--- src/hw/rtl/i2cme_pkg.sv ---
package i2cme_pkg;

   // bus commands, same codes as the mode field
   typedef enum logic [2:0] {
      CMD_NONE  = 3'd0,
      CMD_START = 3'd1,
      CMD_STOP  = 3'd2,
      CMD_WRITE = 3'd3,
      CMD_READ  = 3'd4
   } cmd_type;

   // period index inside one command
   typedef enum logic [2:0] {
      PH_FIRST  = 3'd0,
      PH_SECOND = 3'd1,
      PH_THIRD  = 3'd2,
      PH_FOURTH = 3'd3,
      PH_FIFTH  = 3'd4
   } phase_type;

   localparam int unsigned QUEUE_DEPTH     = 2;
   localparam logic [7:0]  ACK_LIMIT_RESET = 8'd255;
   localparam logic [3:0]  BITS_PER_BYTE   = 4'd8;
   localparam int unsigned REQ_DATA_W      = 16;
   localparam int unsigned RSP_DATA_W      = 16;
   localparam int unsigned MODE_W          = 3;
   localparam int unsigned LIMIT_W         = 8;

   // classified item between front and back
   typedef struct packed {
      cmd_type    cmd;
      logic [7:0] tx_byte;
      logic       more_follows;
      logic       sda_level;
   } item_type;

   // result item, scl_drive in the lowest bit
   typedef struct packed {
      logic       ack_timeout;
      logic       ack_seen;
      logic [7:0] rx_byte;
      logic       done_res;
      logic       busy_res;
      logic       sda_drive;
      logic       scl_drive;
   } result_type;

endpackage

--- src/hw/rtl/i2cme_front.sv ---
module i2cme_front (
   input  logic                                req_tvalid,
   output logic                                req_tready,
   input  logic [i2cme_pkg::REQ_DATA_W-1:0]    req_tdata,
   input  logic [i2cme_pkg::MODE_W-1:0]        req_tuser,
   input  logic                                q_ready,
   output logic                                q_push,
   output i2cme_pkg::item_type                 q_item
);

   i2cme_pkg::cmd_type cmd;

   // unused mode codes fall back to no command
   always_comb begin
      unique case (req_tuser)
         i2cme_pkg::CMD_START: cmd = i2cme_pkg::CMD_START;
         i2cme_pkg::CMD_STOP:  cmd = i2cme_pkg::CMD_STOP;
         i2cme_pkg::CMD_WRITE: cmd = i2cme_pkg::CMD_WRITE;
         i2cme_pkg::CMD_READ:  cmd = i2cme_pkg::CMD_READ;
         default:              cmd = i2cme_pkg::CMD_NONE;
      endcase
   end

   assign req_tready          = q_ready;
   assign q_push              = req_tvalid & q_ready;
   assign q_item.cmd          = cmd;
   assign q_item.tx_byte      = req_tdata[7:0];
   assign q_item.more_follows = req_tdata[8];
   assign q_item.sda_level    = req_tdata[9];

endmodule

--- src/hw/rtl/i2cme_queue.sv ---
module i2cme_queue #(
   parameter int unsigned DEPTH = i2cme_pkg::QUEUE_DEPTH
) (
   input  logic                 clock,
   input  logic                 reset,
   input  logic                 push,
   input  i2cme_pkg::item_type  push_item,
   output logic                 push_ready,
   input  logic                 pop,
   output logic                 pop_valid,
   output i2cme_pkg::item_type  pop_item
);

   localparam int unsigned PTR_W = (DEPTH > 1) ? $clog2(DEPTH) : 1;
   localparam int unsigned CNT_W = $clog2(DEPTH + 1);
   localparam logic [PTR_W-1:0] PTR_LAST = PTR_W'(DEPTH - 1);
   localparam logic [CNT_W-1:0] CNT_FULL = CNT_W'(DEPTH);

   i2cme_pkg::item_type slot_ff [DEPTH];
   logic [PTR_W-1:0] wr_ptr_ff, wr_ptr_in;
   logic [PTR_W-1:0] rd_ptr_ff, rd_ptr_in;
   logic [CNT_W-1:0] count_ff, count_in;
   logic do_push, do_pop;

   assign push_ready = (count_ff != CNT_FULL);
   assign pop_valid  = (count_ff != '0);
   assign pop_item   = slot_ff[rd_ptr_ff];
   assign do_push    = push & push_ready;
   assign do_pop     = pop & pop_valid;

   always_comb begin
      wr_ptr_in = wr_ptr_ff;
      rd_ptr_in = rd_ptr_ff;
      count_in  = count_ff;
      if (do_push) begin
         wr_ptr_in = (wr_ptr_ff == PTR_LAST) ? '0 : wr_ptr_ff + 1'b1;
      end
      if (do_pop) begin
         rd_ptr_in = (rd_ptr_ff == PTR_LAST) ? '0 : rd_ptr_ff + 1'b1;
      end
      if (do_push && !do_pop) begin
         count_in = count_ff + 1'b1;
      end else if (do_pop && !do_push) begin
         count_in = count_ff - 1'b1;
      end
   end

   always_ff @(posedge clock) begin
      if (reset) begin
         wr_ptr_ff <= '0;
         rd_ptr_ff <= '0;
         count_ff  <= '0;
      end else begin
         wr_ptr_ff <= wr_ptr_in;
         rd_ptr_ff <= rd_ptr_in;
         count_ff  <= count_in;
      end
   end

   always_ff @(posedge clock) begin
      if (do_push) begin
         slot_ff[wr_ptr_ff] <= push_item;
      end
   end

endmodule

--- src/hw/rtl/i2cme_back.sv ---
module i2cme_back (
   input  logic                                clock,
   input  logic                                reset,
   input  logic                                csr_valid,
   output logic                                csr_ready,
   input  logic [i2cme_pkg::LIMIT_W-1:0]       csr_data,
   input  logic                                q_valid,
   input  i2cme_pkg::item_type                 q_item,
   output logic                                q_pop,
   output logic                                rsp_tvalid,
   input  logic                                rsp_tready,
   output i2cme_pkg::result_type               rsp_result
);

   i2cme_pkg::cmd_type   cmd_ff, cmd_in, cmd_cur;
   i2cme_pkg::phase_type phase_ff, phase_in, phase_cur;
   logic [3:0] bits_ff, bits_in, bits_cur, bits_inc;
   logic [7:0] shift_ff, shift_in, shift_cur;
   logic [7:0] wait_ff, wait_in, wait_cur, wait_inc;
   logic       ackc_ff, ackc_in, ackc_cur;
   logic       scl_ff, scl_in, sda_ff, sda_in;
   logic [7:0] limit_ff, limit_eff;
   logic       out_valid_ff;
   i2cme_pkg::result_type out_ff, res;
   logic       start, step, ack_lvl;

   assign csr_ready  = 1'b1;
   assign step       = q_valid & (~out_valid_ff | rsp_tready);
   assign q_pop      = step;
   assign rsp_tvalid = out_valid_ff;
   assign rsp_result = out_ff;

   // a limit of zero polls once
   assign limit_eff = (limit_ff == '0) ? 8'd1 : limit_ff;

   // a new command is taken only when idle
   assign start = (cmd_ff == i2cme_pkg::CMD_NONE) && (q_item.cmd != i2cme_pkg::CMD_NONE);

   always_comb begin
      cmd_cur   = start ? q_item.cmd : cmd_ff;
      phase_cur = start ? i2cme_pkg::PH_FIRST : phase_ff;
      bits_cur  = start ? 4'd0 : bits_ff;
      wait_cur  = start ? 8'd0 : wait_ff;
      shift_cur = start ? ((q_item.cmd == i2cme_pkg::CMD_WRITE) ? q_item.tx_byte : 8'd0)
                        : shift_ff;
      ackc_cur  = start ? q_item.more_follows : ackc_ff;
      bits_inc  = bits_cur + 4'd1;
      wait_inc  = wait_cur + 8'd1;
      ack_lvl   = ~ackc_cur;

      cmd_in   = cmd_cur;
      phase_in = phase_cur;
      bits_in  = bits_cur;
      wait_in  = wait_cur;
      shift_in = shift_cur;
      ackc_in  = ackc_cur;
      scl_in   = scl_ff;
      sda_in   = sda_ff;
      res      = '0;
      res.scl_drive = scl_ff;
      res.sda_drive = sda_ff;

      unique case (cmd_cur)
         i2cme_pkg::CMD_START: begin
            res.busy_res  = 1'b1;
            res.scl_drive = 1'b1;
            if (phase_cur == i2cme_pkg::PH_FIRST) begin
               res.sda_drive = 1'b1;
               phase_in      = i2cme_pkg::PH_SECOND;
            end else begin
               res.sda_drive = 1'b0;
               res.done_res  = 1'b1;
               cmd_in        = i2cme_pkg::CMD_NONE;
               phase_in      = i2cme_pkg::PH_FIRST;
               scl_in        = 1'b0;
               sda_in        = 1'b0;
            end
         end
         i2cme_pkg::CMD_STOP: begin
            res.busy_res = 1'b1;
            unique case (phase_cur)
               i2cme_pkg::PH_FIRST: begin
                  res.scl_drive = 1'b0;
                  res.sda_drive = 1'b0;
                  phase_in      = i2cme_pkg::PH_SECOND;
               end
               i2cme_pkg::PH_SECOND: begin
                  res.scl_drive = 1'b1;
                  res.sda_drive = 1'b0;
                  phase_in      = i2cme_pkg::PH_THIRD;
               end
               i2cme_pkg::PH_THIRD: begin
                  res.scl_drive = 1'b1;
                  res.sda_drive = 1'b1;
                  phase_in      = i2cme_pkg::PH_FOURTH;
               end
               default: begin
                  res.scl_drive = 1'b0;
                  res.sda_drive = 1'b1;
                  res.done_res  = 1'b1;
                  cmd_in        = i2cme_pkg::CMD_NONE;
                  phase_in      = i2cme_pkg::PH_FIRST;
                  scl_in        = 1'b0;
                  sda_in        = 1'b1;
               end
            endcase
         end
         i2cme_pkg::CMD_WRITE: begin
            res.busy_res = 1'b1;
            unique case (phase_cur)
               i2cme_pkg::PH_FIRST: begin
                  res.scl_drive = 1'b0;
                  res.sda_drive = shift_cur[7];
                  phase_in      = i2cme_pkg::PH_SECOND;
               end
               i2cme_pkg::PH_SECOND: begin
                  res.scl_drive = 1'b1;
                  res.sda_drive = shift_cur[7];
                  shift_in      = {shift_cur[6:0], 1'b0};
                  bits_in       = bits_inc;
                  phase_in      = (bits_inc >= i2cme_pkg::BITS_PER_BYTE) ?
                                  i2cme_pkg::PH_THIRD : i2cme_pkg::PH_FIRST;
               end
               i2cme_pkg::PH_THIRD: begin
                  // ack poll with SCL held low
                  res.scl_drive = 1'b0;
                  res.sda_drive = 1'b1;
                  wait_in       = wait_inc;
                  if (!q_item.sda_level) begin
                     phase_in = i2cme_pkg::PH_FOURTH;
                  end else if (wait_inc >= limit_eff) begin
                     res.done_res    = 1'b1;
                     res.ack_timeout = 1'b1;
                     cmd_in          = i2cme_pkg::CMD_NONE;
                     phase_in        = i2cme_pkg::PH_FIRST;
                     scl_in          = 1'b0;
                     sda_in          = 1'b1;
                  end
               end
               i2cme_pkg::PH_FOURTH: begin
                  res.scl_drive = 1'b1;
                  res.sda_drive = 1'b1;
                  phase_in      = i2cme_pkg::PH_FIFTH;
               end
               default: begin
                  res.scl_drive = 1'b0;
                  res.sda_drive = 1'b1;
                  res.done_res  = 1'b1;
                  res.ack_seen  = 1'b1;
                  cmd_in        = i2cme_pkg::CMD_NONE;
                  phase_in      = i2cme_pkg::PH_FIRST;
                  scl_in        = 1'b0;
                  sda_in        = 1'b1;
               end
            endcase
         end
         i2cme_pkg::CMD_READ: begin
            res.busy_res = 1'b1;
            unique case (phase_cur)
               i2cme_pkg::PH_FIRST: begin
                  res.scl_drive = 1'b0;
                  res.sda_drive = 1'b1;
                  phase_in      = i2cme_pkg::PH_SECOND;
               end
               i2cme_pkg::PH_SECOND: begin
                  res.scl_drive = 1'b1;
                  res.sda_drive = 1'b1;
                  shift_in      = {shift_cur[6:0], q_item.sda_level};
                  bits_in       = bits_inc;
                  phase_in      = (bits_inc >= i2cme_pkg::BITS_PER_BYTE) ?
                                  i2cme_pkg::PH_THIRD : i2cme_pkg::PH_FIRST;
               end
               i2cme_pkg::PH_THIRD: begin
                  res.scl_drive = 1'b0;
                  res.sda_drive = ack_lvl;
                  phase_in      = i2cme_pkg::PH_FOURTH;
               end
               default: begin
                  res.scl_drive = 1'b1;
                  res.sda_drive = ack_lvl;
                  res.done_res  = 1'b1;
                  res.rx_byte   = shift_cur;
                  cmd_in        = i2cme_pkg::CMD_NONE;
                  phase_in      = i2cme_pkg::PH_FIRST;
                  scl_in        = 1'b0;
                  sda_in        = ack_lvl;
               end
            endcase
         end
         default: begin
            // idle: lines hold what the last command left
         end
      endcase
   end

   always_ff @(posedge clock) begin
      if (reset) begin
         cmd_ff   <= i2cme_pkg::CMD_NONE;
         phase_ff <= i2cme_pkg::PH_FIRST;
         bits_ff  <= '0;
         shift_ff <= '0;
         wait_ff  <= '0;
         ackc_ff  <= 1'b0;
         scl_ff   <= 1'b1;
         sda_ff   <= 1'b1;
      end else if (step) begin
         cmd_ff   <= cmd_in;
         phase_ff <= phase_in;
         bits_ff  <= bits_in;
         shift_ff <= shift_in;
         wait_ff  <= wait_in;
         ackc_ff  <= ackc_in;
         scl_ff   <= scl_in;
         sda_ff   <= sda_in;
      end
   end

   always_ff @(posedge clock) begin
      if (reset) begin
         limit_ff <= i2cme_pkg::ACK_LIMIT_RESET;
      end else if (csr_valid) begin
         limit_ff <= csr_data;
      end
   end

   always_ff @(posedge clock) begin
      if (reset) begin
         out_valid_ff <= 1'b0;
      end else if (step) begin
         out_valid_ff <= 1'b1;
      end else if (rsp_tready) begin
         out_valid_ff <= 1'b0;
      end
   end

   always_ff @(posedge clock) begin
      if (step) begin
         out_ff <= res;
      end
   end

endmodule

--- src/hw/rtl/i2c_master_byte_engine_unit.sv ---
// An accepted item goes into the queue, then into the result register on rsp.
// Throughput: one item per clock while results are taken, one bus delay period
// per item. On a result stall the queue fills to QUEUE_DEPTH items, then
// req_tready drops until the back end pops.
// Reset (synchronous, active high): idle, SCL and SDA released high, queue
// and result register empty, ack_wait_limit back to 255.
module i2c_master_byte_engine_unit #(
   parameter int unsigned QUEUE_DEPTH = i2cme_pkg::QUEUE_DEPTH
) (
   input  logic                              clock,
   input  logic                              reset,
   // config: ack_wait_limit
   input  logic                              csr_valid,
   output logic                              csr_ready,
   input  logic [i2cme_pkg::LIMIT_W-1:0]     csr_data,
   // request items
   input  logic                              req_tvalid,
   output logic                              req_tready,
   // [7:0] tx_byte, [8] more_follows, [9] sda_level, [15:10] zero
   input  logic [i2cme_pkg::REQ_DATA_W-1:0]  req_tdata,
   // [2:0] mode
   input  logic [i2cme_pkg::MODE_W-1:0]      req_tuser,
   // result items
   output logic                              rsp_tvalid,
   input  logic                              rsp_tready,
   // [0] scl_drive, [1] sda_drive, [2] busy_res, [3] done_res,
   // [11:4] rx_byte, [12] ack_seen, [13] ack_timeout, [15:14] zero
   output logic [i2cme_pkg::RSP_DATA_W-1:0]  rsp_tdata
);

   logic                  q_push, q_ready, q_valid, q_pop;
   i2cme_pkg::item_type   push_item, pop_item;
   i2cme_pkg::result_type rsp_result;

   // front: decode mode into a command, unused codes become no command
   i2cme_front u_front (
      .req_tvalid (req_tvalid),
      .req_tready (req_tready),
      .req_tdata  (req_tdata),
      .req_tuser  (req_tuser),
      .q_ready    (q_ready),
      .q_push     (q_push),
      .q_item     (push_item)
   );

   // short queue so front and back can stall independently
   i2cme_queue #(
      .DEPTH (QUEUE_DEPTH)
   ) u_queue (
      .clock      (clock),
      .reset      (reset),
      .push       (q_push),
      .push_item  (push_item),
      .push_ready (q_ready),
      .pop        (q_pop),
      .pop_valid  (q_valid),
      .pop_item   (pop_item)
   );

   // back: bus sequencer, one period per item, registered result
   i2cme_back u_back (
      .clock      (clock),
      .reset      (reset),
      .csr_valid  (csr_valid),
      .csr_ready  (csr_ready),
      .csr_data   (csr_data),
      .q_valid    (q_valid),
      .q_item     (pop_item),
      .q_pop      (q_pop),
      .rsp_tvalid (rsp_tvalid),
      .rsp_tready (rsp_tready),
      .rsp_result (rsp_result)
   );

   assign rsp_tdata = {{(i2cme_pkg::RSP_DATA_W - $bits(i2cme_pkg::result_type)){1'b0}},
                       rsp_result};

endmodule

--- config.mk ---
export PLATFORM = sky130hd
export DESIGN_NAME = i2c_master_byte_engine_unit
export DESIGN_NICKNAME = d
export VERILOG_FILES = /design/src/hw/rtl/i2cme_pkg.sv /design/src/hw/rtl/i2cme_front.sv /design/src/hw/rtl/i2cme_queue.sv /design/src/hw/rtl/i2cme_back.sv /design/src/hw/rtl/i2c_master_byte_engine_unit.sv
export SDC_FILE = /design/constraint.sdc
export NUM_CORES = 1
export LEC_CHECK = 0
export ABC_AREA = 1
export BUFFER_PORTS_ARGS = -buffer_cell sky130_fd_sc_hd__buf_2
export CORE_MARGIN = 5
export CORE_UTILIZATION = 25
export CTS_CLUSTER_DIAMETER = 200
export DETAILED_ROUTE_END_ITERATION = 8
export MAX_ROUTING_LAYER = met4
export PLACE_DENSITY = 0.51
export SLEW_MARGIN = 20
export SYNTH_ARGS = -nofsm -noshare
export SYNTH_HDL_FRONTEND = slang
export SYNTH_SLANG_ARGS = --single-unit
--- constraint.sdc ---
create_clock -name clock -period 4.7 [get_ports clock]
set_input_delay 0.235 -clock clock [delete_from_list [all_inputs] [get_ports clock]]
set_output_delay 0.235 -clock clock [all_outputs]
set_load 0.02 [all_outputs]
# Yosys cells after proc, flatten, opt, wreduce, memory -nomap -nowiden
# Memory sizes are Yosys's and may differ from the RTL's. A register that Yosys moved wholly into a read port is not among the register bits.
# Index checks and enable logic that the tools add are counted.
# totals
reg_bits,56
ramBits,26
in_bits,32
out_inout_bits,19
word_cells,144
memories,1
# classes
addsub,6
n_lt_le_gt_ge,2
n_eq_ne,20
n_mux,64
bitwise,8
n_reduce_logical,23
# memory_table
name,words,word_bits,read_ports,rd_clocked_by_memory_dff,write_ports,line,rtl
u_queue.slot_ff,2,13,1,1,1,i2cme_queue.sv:19,i2cme_pkg::item_type slot_ff [DEPTH];
# ops
cell,count
8-bit 2-to-1 mux,8
3-bit one-hot mux with 4 select lines,3
1-bit 2-to-1 mux,25
3-bit 2-to-1 mux,8
2-bit one-hot mux with 3 select lines,4
3-bit by 2-bit == test with 1-bit output (second input constant),7
3-bit one-hot mux with 3 select lines,2
4-bit one-hot mux with 4 select lines,1
8-bit one-hot mux with 2 select lines,1
4-bit 2-to-1 mux,3
2-bit != test (second input constant),6
3-bit by 1-bit == test with 1-bit output (second input constant),3
8-bit by 1-bit adder with 8-bit output (second input constant),1
8-bit >= comparator,1
8-bit zero test,1
8-bit AND reduction,1
4-bit OR reduction,2
7-bit AND reduction,1
3-bit == test (second input constant),2
3-bit zero test,2
2-bit 2-to-1 mux,3
3-bit by 2-bit != test with 1-bit output (second input constant),2
1-bit one-hot mux with 2 select lines,3
3-bit one-hot mux with 2 select lines,1
18 further kinds,32

# Longest topological paths before layout
# depth
depth_word,9
mapped_depth,28
mapped_depth_nobuf,25

# Cells and area by module
# From an unflattened synthesis, not the netlist that was laid out.
# unflattened
hier_cells,559
hier_area_um2,4466.8
# by_module_without_submodules
module,instances,cells_each,area_per_inst_um2,seq_area_each_um2
i2cme_back,1,459,3111.7,1181.1
i2cme_queue,1,77,1219.9,880.8
i2cme_front,1,20,116.4,0.0
i2c_master_byte_engine_unit,1,3,18.8,0.0

# Worst setup path before layout
# No wires, ideal clock.
# synth_path
path_kind,register -> register
start,reg (tool-made name)
end,reg u_back.cmd_ff[0]
setup_ps,117
t_arrival_ps,2967
required_ps,4583
path_slack_ps,1616
stages_incl_launch_ff,27
path_buffers,3
path_cell_list,dfxtp_1 -> inv_2 -> buf_6 -> nand2_2 -> nand2_4 -> nand3_2 -> nand2_4 -> buf_8 -> buf_6 -> inv_2 -> nor2_1 -> ha_1 -> nand4_1 -> nor2_1 -> nand2_1 -> nand3_1 -> nand2_1 -> ha_1 -> nand2_1 -> a21oi_1 -> nor3b_1 -> nand2_1 -> nand2_1 -> o211ai_1 -> nand2_1 -> a21oi_1 -> nor2_1
# synth_lines
item,line,rtl
to (signal assigned),i2cme_back.sv:198,cmd_ff <= i2cme_pkg::CMD_NONE;
to (signal assigned),i2cme_back.sv:207,cmd_ff <= cmd_in;
to (decl),i2cme_back.sv:15,"i2cme_pkg::cmd_type cmd_ff, cmd_in, cmd_cur;"

==> metrics.md <==
| Metric | Value |
|---|---|
| Final Cycle Share | around 86% |
| Nets@finish | 593 |
| Max Slew Vio Count | 0 |
| Initial DRC Count | 237 |
| Post-synthesis sequential area ratio | 47.8% |
| Drt first pass iters | 4 |
| Sequential Power Share | about 35% |
| Final hold vios | 0 |
| Area of the multi-input gates | approximately 0.0019 sq mm |
| Worst-Margin Slew | ~0.8 ns |
| Clk_skew | just over 0.008 ns |
| CP Capture Type | flop |
| # DRC | 0 |
| Chip Height | around 140 microns |
| Post_cts resized | 0 |
| Top-area cell type share of the netlist area | 27.8% |
| Largest area contributor in the netlist | edfxtp_1 |
| Initial antenna violation count | 1 |
| Post-Synthesis Cells | 515 |
| Largest net degree at the start of global routing | 47 |
| Worst reg2reg path depth | 23 |
| GRT overflow | 0 |
| R2R Setup Slk | 0.64 ns |
| Io pins | between 50 and 60 |
| Clk buf depth | 2 |
| Switch Pwr | about 1400 uW |
| Worst Setup Start Kind | flop |
| GP Congestion | 0.847 |
| Initial Util | between 20% and 30% |
| Status | complete, no violations |
| Required @ worst endpoint | around 4.9 ns |
| Final TNS setup | 0 ns |
| Core Util, Final | between 20% and 30% |
| Post-synth top cells | nand2_1 (110), a21oi_1 (56), inv_1 (54), nor2_1 (49), dfxtp_1 (43) |
| Max Cap Viol | 0 |
| Synth unique cells | 47 |
| H-Tree Depth | 3 |
| Full die area | 0.0200 sq mm |
| Hold Buf Count CTS | 0 |
| Share of layout cells above drive strength 1 | between 10% and 20% |
| Worst-Skew Late Latency | between 0.3 and 0.4 ns |
| CP cell instances | inv_2 > nand2_1 > nand2_1 > nand3_2 > nand2_4 > inv_2 > nor2_1 > ha_1 > nand4_1 > nor2_1 > nand2_1 > nand3_1 > nand2_1 > ha_1 > nand2_1 > a21oi_1 > nor3b_1 > nand2_1 > nand2_1 > o211ai_1 > nand2_1 > a21oi_1 > nor2_1 |
| Max Fclk | roughly 0.25 GHz |
| Register area | about 0.0021 sq mm |
| TritonCTS clock tree | done |
| WL final | roughly 9800 microns |
| ANT nets after route | 0 |
| Setup violations, final | 0 |
| Area Overhead vs Synth | 15.6% |
| Clock-pin slew on the worst setup and hold paths | around 0.070 ns |
| Pint | approximately 1700 uW |
| Ys Warns | 0 |
| Top-count cell post-synth | nand2_1 |
| Post CTS Setup Buffer Count | 0 |
| RSZ-0062 raised after global routing | no |
| Arrival time of the worst setup path | about 4.3 ns |
| TritonCTS Buffers | 9 |
| Most common flop cell mapped by yosys | dfxtp_1 |
| Port bufs | just over 40 |
| Part of the power in combinational logic | about 44% |
| Placed Area | about 0.0047 sq mm |
| Switching share of power | between 40% and 50% |
| Path type of the worst setup path | reg -> reg |
| Clock power share | approximately a fifth |
| FP Rows | 48 |
| Fill cells | 1,786 |
| Avg Vias per Cell | roughly 4.5 |
| Max_slew headroom | between 40% and 50% |
| Crit path setup slack, layout | approximately 0.64 ns |
| Most used cell, CP | nand2_1 |
| Async SR Flop Fraction | 0% |
| Power Density | 627 mW/mm^2 |
| Hold crit path type | in -> reg |
| Worst Hold Depth | 1 |
| Design Area, Final | around 0.005 sq mm |
| End of the critical path | u_back.cmd_ff[0] |
| Vias in the first global route | between 3k and 4k |
| Avg WL per Cell | between 10 and 15 microns |
| Setup WS pre-CTS | between 0.6 and 0.7 ns |
| First-pass GRT wire length | around 16,000 microns |
| Post-synth EDFFs | 40 |
| Leak pwr | about 0.0022 uW |
| Die Width | about 140 microns |
| Crit path time final | 4.06 ns |
| HPWL after detailed placement | roughly 7000 microns |
| Clock Sinks | 83 |
| R2r endpoint | u_back.cmd_ff[0] |
| Final hold slack | about 0.074 ns |
| Mapped Area | between 0.004 and 0.005 sq mm |
| Synthesis-stage register bit count | 83 |
| Clock root buffer master | clkbuf_16 |
| Synth top area cells | edfxtp_1 (28%), dfxtp_1 (20%), nand2_1 (9.6%) |
| Total GRT Usage | 10.4% |
| Core Box Area | 0.0171 sq mm |
| Worst path slowest cell | dfxtp_1 |
| CP max FO | 31 |
| Routed vias | between 3k and 4k |
| Avg Inst Size Synth | 8.38 sq um |
| Delay of the slowest critical-path stage | 0.48 ns |
| Worst IR Drop VDD | about 0.26 mV |
## layer usage
layer / vias to the layer above / GRT usage, % / part of all wire, %
met1: 1638 / 13.2 / 47
met2: 70 / 15.9 / 46
met3: 18 / 2.06 / 4.5
met5: - / - / 0
li1: 1776 / - / -
met4: 0 / 5.25 / 2.8
## power groups by stage
stage,Combinational (uW),Clock [uW],Sequential (uW)
finish,1380,669,1080
global route,1550,718,1100
floorplan,1030,0,1150
global placement,1350,0,1090
detailed placement,1380,0,1090
CTS,1380,692,1080
## worst max-delay path, delay by kind of cell, from the launching register on
| kind | cells | cell delay (ns) |
|---|---|---|
| AOI/OAI and AO/OA | 3 | 0.62 |
| adders and majority gates | 2 | 0.50 |
| buffers and inverters | 2 | 0.41 |
| DFF | 1 | 0.48 |
| and+or+nand+nor | 16 | 1.93 |
## worst min-delay path by stage
stage	start	to	slack, ns
5_1_grt	req_tdata[6]	u_queue.slot_ff[0][8]	0.06
6_report	req_tdata[4]	u_queue.slot_ff[0][6]	0.07
3_3_place_gp	req_tdata[4]	u_queue.slot_ff[0][6]	0.42
3_5_place_dp	req_tdata[6]	u_queue.slot_ff[0][8]	0.43
2_1_floorplan	req_tdata[9]	u_queue.slot_ff[0][0]	0.33
4_1_cts	req_tdata[6]	u_queue.slot_ff[0][8]	0.05
## cell type report
cell class	count	area share, %
Multi-Input combinational cell	350	38.2
Antenna cell	1	0.0502
Clock buffer	10	4.59
Sequential cell	83	41.3
Timing Repair Buffer	42	4.26
Clock inverter	6	1.00
Inverter	64	4.87
Tap cell	225	5.64
## registers in the layout, summed over array words and instances (netlist names), named ones only
signal             flops
u_back.limit_ff        8
u_back.bits_ff         4
u_queue.slot_ff       26
u_queue.count_ff       2
u_queue.rd_ptr_ff      1
u_back.shift_ff        8
u_back.wait_ff         8
u_back.phase_ff        3
u_back.scl_ff          1
u_back.rsp_result     14
u_back.sda_ff          1
u_back.ackc_ff         1
u_back.rsp_tvalid      1
u_back.cmd_ff          3
u_queue.wr_ptr_ff      1
## cells by family (layout without fill, tap and decap cells)
kind of cell    after synthesis  count (layout)  share of synthesized area (%)
mux                           7               7                           1.62
buf+inv                      83             122                           8.44
xor+xnor                      4               4                          0.812
other cells                   2               4                          0.174
flops                        83              83                           47.8
compound gates              114             114                           15.0
fa+ha+maj                    11              11                           3.19
simple gates                211             211                           23.0
## per-stage QoR
step | cells | power, uW
2_1_floorplan | 516 | 2180
3_3_place_gp | 764 | 2440
3_5_place_dp | 764 | 2470
4_1_cts | 780 | 3150
5_1_grt | 781 | 3360
6_report | 781 | 3130
## placed cells by master, fill, tap and decap left out, drive strengths merged, types with 3 or more instances in the layout
| cell | count |
|---|---|
| nor2 | 54 |
| conb | 3 |
| nand4 | 6 |
| inv | 66 |
| nand3 | 22 |
| edfxtp | 40 |
| nor3 | 5 |
| a21oi | 57 |
| o21ai | 47 |
| buf | 42 |
| ha | 11 |
| nand2 | 120 |
| mux2i | 7 |
| dfxtp | 43 |
| clkbuf | 10 |
No activity file was read; power rests on OpenSTA's default activity.
